`src/sv/evcd_pkg.sv`:
```
// Shared types and constants for the EEG variation calm detector.
// No dependencies.
package evcd_pkg;

	typedef enum logic [1:0] {
		REQ_PACKET     = 2'd0,
		REQ_SAMPLE     = 2'd1,
		REQ_AVG_TICK   = 2'd2,
		REQ_FOCUS_TICK = 2'd3
	} req_type_t;

	localparam int unsigned LEVEL_W     = 25;
	localparam int unsigned CFG_W       = 25;
	localparam logic [CFG_W-1:0] CALM_RESET = 25'd1536;
	localparam int unsigned OUT_TDATA_W = ((LEVEL_W + 1 + 7) / 8) * 8;

	typedef struct packed {
		logic avg_tick;
		logic focus_tick;
	} stage_ctl_t;

endpackage

```
`src/sv/evcd_cell.sv`:
```
// One window cell: holds a value and hands it to its neighbor on shift.
// No dependencies.
module evcd_cell #(
	parameter int unsigned W = 25
) (
	input  logic         clk,
	input  logic         arst_n,
	input  logic         shift,
	input  logic [W-1:0] d,
	output logic [W-1:0] q
);
	logic [W-1:0] data_q;

	always_ff @(posedge clk or negedge arst_n) begin
		if (!arst_n) begin
			data_q <= '0;
		end else if (shift) begin
			data_q <= d;
		end
	end

	assign q = data_q;
endmodule

```
`src/sv/evcd_window.sv`:
```
// Sliding window as a row of evcd_cell with running sum and saturating fill count.
// Depends on evcd_cell.
module evcd_window #(
	parameter int unsigned DEPTH = 20,
	parameter int unsigned W     = 25,
	parameter int unsigned SUMW  = W + $clog2(DEPTH)
) (
	input  logic            clk,
	input  logic            arst_n,
	input  logic            push,
	input  logic [W-1:0]    din,
	output logic [SUMW-1:0] sum,
	output logic            full
);
	localparam int unsigned CNTW = $clog2(DEPTH + 2);
	localparam logic [CNTW-1:0] CNT_SAT = CNTW'(DEPTH + 1);

	logic [W-1:0]    tap [DEPTH+1];
	logic [SUMW-1:0] sum_q;
	logic [CNTW-1:0] cnt_q;

	assign tap[0] = din;

	for (genvar i = 0; i < DEPTH; i++) begin : g_cell
		evcd_cell #(.W(W)) u_cell (
			.clk   (clk),
			.arst_n(arst_n),
			.shift (push),
			.d     (tap[i]),
			.q     (tap[i+1])
		);
	end

	// oldest cell resets to zero, so subtracting it is always exact
	always_ff @(posedge clk or negedge arst_n) begin
		if (!arst_n) begin
			sum_q <= '0;
			cnt_q <= '0;
		end else if (push) begin
			sum_q <= sum_q + SUMW'(din) - SUMW'(tap[DEPTH]);
			if (cnt_q != CNT_SAT) begin
				cnt_q <= cnt_q + 1'b1;
			end
		end
	end

	assign sum  = sum_q;
	assign full = (cnt_q == CNT_SAT);
endmodule

```
`src/sv/evcd_cdiv.sv`:
```
// Floor division by a constant: registered reciprocal product, exact for all XW-bit inputs.
// No dependencies.
module evcd_cdiv #(
	parameter int unsigned XW  = 30,
	parameter int unsigned DIV = 20,
	parameter int unsigned QW  = 25
) (
	input  logic          clk,
	input  logic          en,
	input  logic [XW-1:0] x,
	output logic [QW-1:0] q
);
	localparam int unsigned SH = XW + $clog2(DIV);
	localparam int unsigned MW = XW + 1;
	localparam int unsigned PW = XW + MW;
	localparam logic [MW-1:0] RECIP =
		MW'(((65'd1 << SH) + 65'(DIV) - 65'd1) / 65'(DIV));

	logic [PW-1:0] prod_q;

	always_ff @(posedge clk) begin
		if (en) begin
			prod_q <= PW'(x) * PW'(RECIP);
		end
	end

	assign q = prod_q[SH +: QW];
endmodule

```
`src/sv/eeg_variation_calm_detector.sv`:
```
// EEG variation calm detector. Takes one transaction per clock; s_tready drops only while
// a focus result sits in the last stage and the output register is full and not taken.
// A focus result is registered in ctl_s1, then in res_s2, and is then loaded into the output
// register that drives m_tvalid; a stall holds it in res_s2. The two registered reciprocal
// multipliers (window means) set the stage count. Depends on evcd_pkg, evcd_window,
// evcd_cdiv.
module eeg_variation_calm_detector #(
	parameter int unsigned VARIATION_WINDOW = 20,
	parameter int unsigned AVERAGE_WINDOW   = 4,
	parameter int unsigned SAMPLE_BITS      = 24
) (
	input  logic                                    clk,
	input  logic                                    arst_n,
	input  logic                                    s_tvalid,
	output logic                                    s_tready,
	// sample
	input  logic [((SAMPLE_BITS+7)/8)*8-1:0]        s_tdata,
	// req_type
	input  evcd_pkg::req_type_t                     s_tuser,
	output logic                                    m_tvalid,
	input  logic                                    m_tready,
	// is_calm, focus_level
	output logic [evcd_pkg::OUT_TDATA_W-1:0]        m_tdata,
	input  logic                                    cfg_we,
	input  logic [evcd_pkg::CFG_W-1:0]              cfg_wdata
);
	import evcd_pkg::*;

	localparam int unsigned VBITS = SAMPLE_BITS + 1;
	localparam int unsigned VSUMW = VBITS + $clog2(VARIATION_WINDOW);
	localparam int unsigned ASUMW = VBITS + $clog2(AVERAGE_WINDOW);

	logic [CFG_W-1:0]              thr_q;
	logic signed [SAMPLE_BITS-1:0] last_q;
	logic                          have_last_q;
	stage_ctl_t                    ctl_s1;
	logic                          res_s2;
	logic                          out_valid_q;
	logic [LEVEL_W-1:0]            level_q;
	logic                          calm_q;

	logic signed [SAMPLE_BITS-1:0] sample_in;
	logic signed [SAMPLE_BITS:0]   diff;
	logic [VBITS-1:0]              var_abs;
	logic [VBITS-1:0]              var_din;
	logic                          var_push;
	logic [VSUMW-1:0]              var_sum;
	logic                          var_full;
	logic [VBITS-1:0]              avg_val;
	logic [ASUMW-1:0]              avg_sum;
	logic                          avg_full;
	logic [VBITS-1:0]              focus_q;
	logic [LEVEL_W-1:0]            level;
	logic                          stall;
	logic                          adv;
	logic                          acc;

	assign stall    = res_s2 && out_valid_q && !m_tready;
	assign adv      = !stall;
	assign s_tready = adv;
	assign acc      = s_tvalid && adv;

	assign sample_in = s_tdata[SAMPLE_BITS-1:0];
	assign diff      = {sample_in[SAMPLE_BITS-1], sample_in} - {last_q[SAMPLE_BITS-1], last_q};
	assign var_abs   = diff[SAMPLE_BITS] ? VBITS'(-diff) : VBITS'(diff);
	assign var_din   = (s_tuser == REQ_SAMPLE && have_last_q) ? var_abs : '0;
	assign var_push  = acc && (s_tuser == REQ_PACKET || s_tuser == REQ_SAMPLE);

	evcd_window #(.DEPTH(VARIATION_WINDOW), .W(VBITS), .SUMW(VSUMW)) u_var_win (
		.clk   (clk),
		.arst_n(arst_n),
		.push  (var_push),
		.din   (var_din),
		.sum   (var_sum),
		.full  (var_full)
	);

	evcd_cdiv #(.XW(VSUMW), .DIV(VARIATION_WINDOW), .QW(VBITS)) u_var_div (
		.clk(clk),
		.en (adv),
		.x  (var_sum),
		.q  (avg_val)
	);

	evcd_window #(.DEPTH(AVERAGE_WINDOW), .W(VBITS), .SUMW(ASUMW)) u_avg_win (
		.clk   (clk),
		.arst_n(arst_n),
		.push  (adv && ctl_s1.avg_tick),
		.din   (avg_val),
		.sum   (avg_sum),
		.full  (avg_full)
	);

	evcd_cdiv #(.XW(ASUMW), .DIV(AVERAGE_WINDOW), .QW(VBITS)) u_avg_div (
		.clk(clk),
		.en (adv),
		.x  (avg_sum),
		.q  (focus_q)
	);

	assign level = LEVEL_W'(focus_q);

	always_ff @(posedge clk or negedge arst_n) begin
		if (!arst_n) begin
			thr_q       <= CALM_RESET;
			last_q      <= '0;
			have_last_q <= 1'b0;
			ctl_s1      <= '0;
			res_s2      <= 1'b0;
			out_valid_q <= 1'b0;
		end else begin
			if (cfg_we) begin
				thr_q <= cfg_wdata;
			end
			if (acc && s_tuser == REQ_SAMPLE) begin
				last_q      <= sample_in;
				have_last_q <= 1'b1;
			end
			if (adv) begin
				ctl_s1.avg_tick   <= acc && s_tuser == REQ_AVG_TICK && var_full;
				ctl_s1.focus_tick <= acc && s_tuser == REQ_FOCUS_TICK;
				res_s2            <= ctl_s1.focus_tick && avg_full;
			end
			if (adv && res_s2) begin
				out_valid_q <= 1'b1;
			end else if (m_tready) begin
				out_valid_q <= 1'b0;
			end
		end
	end

	always_ff @(posedge clk) begin
		if (adv && res_s2) begin
			level_q <= level;
			calm_q  <= (level < thr_q);
		end
	end

	assign m_tvalid = out_valid_q;
	assign m_tdata  = OUT_TDATA_W'({level_q, calm_q});
endmodule

```
`config.mk`:
```
export PLATFORM = sky130hd
export DESIGN_NAME = eeg_variation_calm_detector
export DESIGN_NICKNAME = d
export VERILOG_FILES = /design/src/sv/evcd_pkg.sv /design/src/sv/evcd_cell.sv /design/src/sv/evcd_window.sv /design/src/sv/evcd_cdiv.sv /design/src/sv/eeg_variation_calm_detector.sv
export SDC_FILE = /design/constraint.sdc
export NUM_CORES = 2
export LEC_CHECK = 0
export BUFFER_PORTS_ARGS = -buffer_cell sky130_fd_sc_hd__buf_2
export CORE_MARGIN = 5
export CORE_UTILIZATION = 30
export DETAILED_ROUTE_END_ITERATION = 10
export RECOVER_POWER = 25
export SKIP_CTS_REPAIR_TIMING = 1
export SYNTH_ARGS = -nofsm -noshare
export SYNTH_HDL_FRONTEND = slang
export SYNTH_SLANG_ARGS = --single-unit
export TNS_END_PERCENT = 50
```
`constraint.sdc`:
```
create_clock -name clk -period 10.9 [get_ports clk]
set_clock_uncertainty 0.1 [all_clocks]
set_input_delay 1.09 -clock clk [delete_from_list [all_inputs] [get_ports clk]]
set_output_delay 1.09 -clock clk [all_outputs]
set_load 0.02 [all_outputs]
```
==> metrics <==
run status finished, violations left; failing checks max-capacitance violations, max-slew violations; Remaining DRCs 0; number of synthesized flops with an enable pin 76; htree depth 3; Cells after Synth 4837; Yosys cell types 84; Slew HR -238%; Mapped Area 46700 um^2; simple-gate share of the synthesized area between 10% and 20%; Fin. Hold Viols 0; Final period util 76.3%; largest family of logic cells by synthesized area adder cells; first-pass GRT wire length between 150 and 200 mm; mux contribution to synthesized area under 10%; post-synthesis register bit count around 800; routed length per instance 13.6 um; Final Net Count 5618; CP required about 11 ns; io pins 90; initial antenna violation count 1; Seq/Total Area, Yosys a little over two fifths; Fin Setup TNS 0 ns; Overflow after GRT 0; GRT Total Usage between 10% and 20%; total die area between 150000 and 200000 um^2; Syn-to-layout area delta 12.1%; RSZ-0062 raised after global routing false; PortBufs 83; largest net degree at the start of global routing roughly 260; slowest stage cell, crit path fa_1; Arr. time, crit path 8.60 ns; Synth Area in Compound Gates 6.39%; vias in the first global route 31.5k; Max Cap Viol 4; Core Area roughly 150000 um^2; HP Start u_var_win.g_cell[9].u_cell.q[20]; Die X between 400 and 500 um; Final Routed Wirelength 95.5 mm; Routed Antenna Nets 0; Worst Path Max Fanout 6; Avg Vias per Cell ~4.4; synth warn 0; drt initial violations roughly 1.8k; Vias approximately 31k; Clock Latency Late Sink 0.69 ns; Initial Utilization 30.3%; syn avg cell area about 9.7 um^2; CP Capture Type register; # clock sinks slightly below 800; Worst-Margin Slew 5.06 ns; ys flop type dfrtp_1; worst hold path class register to register; share of layout cells above drive strength 1 roughly 7.7%; DP Worst Slack roughly 2.6 ns; max-slew violations 264; FFs w/ async S/R, synth approximately nine tenths; post-route minimum period roughly 8.3 ns; most used cell, CP fa_1; Pre-antenna DRT Iters 5; number of CTS-inserted buffers 89; Worst setup startpoint u_var_win.sum[22]; DP Wirelength about 70 mm; Post-Synth Adder-Cell Area 23.1%; RePlAce Congestion 0.892; crit path kind register to register; fmax around 120 MHz; Synth Area in XOR/XNOR ~2.3%; Worst setup SP type register; Die Y 405 um; clk root buf clkbuf_16; CTS tree done; # setup viols final 0; crit-path max cell delay around 0.64 ns; worst flop-to-flop path startpoint u_var_win.sum[22]; Reg clk slew, reported paths ~0.06 ns; Max Buffers Root-to-Sink 3; Rows 144; fin worst setup slack between 2 and 3 ns
==> area by class of cell <==
class / count / area (um^2)
multi-input cells: 3225 / 23300
well taps: 2044 / 2560
clock buffers: 125 / 2610
inverters: 664 / 2490
repair buffers: 104 / 609
clock inverters: 42 / 474
fillers: 15600 / 102000
flip-flops and latches: 795 / 20300
diodes: 1 / 2.50
==> cell usage after synthesis (4+ instances only) <==
master	count	area share, %
nand2b_1	22	0.29
nand3_1	21	0.22
o31a_1	4	0.075
buf_4	8	0.13
or3_1	9	0.12
nor2_1	69	0.55
ha_1	384	10
o211ai_1	9	0.14
o21ai_1	5	0.054
mux2_2	101	2.4
dfrtp_1	717	38
fa_1	299	13
edfxtp_1	76	4.9
nor4_1	8	0.11
and3_1	9	0.12
a21o_1	54	0.87
o221ai_1	4	0.075
xor2_1	47	0.88
nand2_1	1622	13
o21a_1	17	0.27
a211oi_1	15	0.24
a41oi_1	4	0.075
clkbuf_1	140	1.1
a21oi_1	96	1.0
o21bai_1	13	0.21
buf_1	6	0.048
o31ai_1	15	0.24
o41ai_1	5	0.094
nor2b_1	12	0.16
inv_1	664	5.3
o21ai_0	181	1.9
a31o_2	4	0.075
a211o_1	7	0.13
nor3_1	21	0.22
a31oi_1	8	0.11
and2_1	4	0.054
nand4_1	14	0.19
xnor2_1	73	1.4
==> stage by stage <==
stage          util [%]  hold slack (ns)  area [um^2]  std cells
6_report           33.9            0.339        52400       7000
2_1_floorplan         -            0.317        46700       4842
5_1_grt            33.9            0.368        52400       6999
3_3_place_gp       31.9            0.341        49300       6832
4_1_cts            33.9            0.317        52400       6999
3_5_place_dp       31.9            0.341        49300       6832
==> state kept, by name (all words and copies together) (netlist names) <==
register and count:
m_tvalid 1, thr_q 25, u_var_win.g_cell.u_cell.q 500, u_var_div.prod_q 25, have_last_q 1, u_avg_div.prod_q 25
calm_q 1, u_avg_win.sum 27, level_q 25, u_var_win.sum 30, u_avg_win.g_cell.u_cell.q 100, u_var_win.cnt_q 5
res_s2 1, ctl_s1 2, last_q 24, u_avg_win.cnt_q 3
==> layout by cell type, fill, tap and decap left out, types with 6 or more instances in the layout <==
| master | instances |
|---|---|
| edfxtp_1 | 76 |
| dfrtp_1 | 717 |
| nor4_1 | 8 |
| and3_1 | 9 |
| inv_1 | 664 |
| nor3_1 | 21 |
| o21a_1 | 17 |
| a21oi_1 | 96 |
| buf_2 | 81 |
| mux2_2 | 101 |
| a21o_1 | 54 |
| xnor2_1 | 73 |
| a211oi_1 | 15 |
| nand2b_1 | 22 |
| nand3_1 | 21 |
| nor2_1 | 69 |
| buf_4 | 14 |
| clkbuf_16 | 92 |
| nand2_1 | 1621 |
| nand4_1 | 14 |
| o211ai_1 | 9 |
| o21ai_0 | 181 |
| ha_1 | 384 |
| xor2_1 | 47 |
| clkbuf_1 | 20 |
| o21bai_1 | 13 |
| a31oi_1 | 8 |
| a211o_1 | 7 |
| clkbuf_8 | 18 |
| fa_1 | 299 |
| inv_6 | 6 |
| o31ai_1 | 15 |
| clkinv_2 | 20 |
| or3_1 | 9 |
| conb_1 | 6 |
| nor2b_1 | 12 |
==> critical path: cells and delay by family (launching register included) <==
| kind | cells | cell delay, ns |
|---|---|---|
| AOI/OAI and AO/OA | 5 | 1.11 |
| xor gates and xnor gates | 1 | 0.14 |
| adders and majority gates | 9 | 4.43 |
| buffers and inverters | 6 | 0.47 |
| DFF | 1 | 0.47 |
| and+or+nand+nor | 5 | 1.28 |
==> worst paths after layout <==
kind / to / cells past startpoint / slack, ns
setup / recovery: u_var_div.prod_q[58] / 26 / 2.58
hold / removal: u_var_win.g_cell[10].u_cell.q[20] / 2 / 0.34
setup reg to reg: u_var_div.prod_q[58] / 26 / 2.58
hold reg to reg: u_var_win.g_cell[10].u_cell.q[20] / 2 / 0.34
max in group asynchronous: u_var_win.g_cell[18].u_cell.q[21] / 2 / 3.40
min in group asynchronous: u_var_win.g_cell[9].u_cell.q[22] / 1 / 2.17
==> routing by layer <==
metal	global-route usage [%]	vias to the layer above	wire [um]
met5	0	-	13
met4	3.08	2	2120
met2	18.4	420	42500
met3	2.38	136	4290
li1	-	15300	-
met1	16.9	15100	46500
==> cells by family (layout without fill, tap and decap cells) <==
kind of cell,after synthesis,in the layout
AO/OA/AOI/OAI,477,477
XOR/XNOR,122,122
adder cells (fa/ha/maj),683,683
buffers and inverters,822,935
flip-flops,795,795
multiplexers,101,101
other,1,7
AND/OR/NAND/NOR,1836,1836
Power is left out: the tool's default activity adds up to more than one toggle a clock period on the data nets, which glitch-free logic cannot reach.
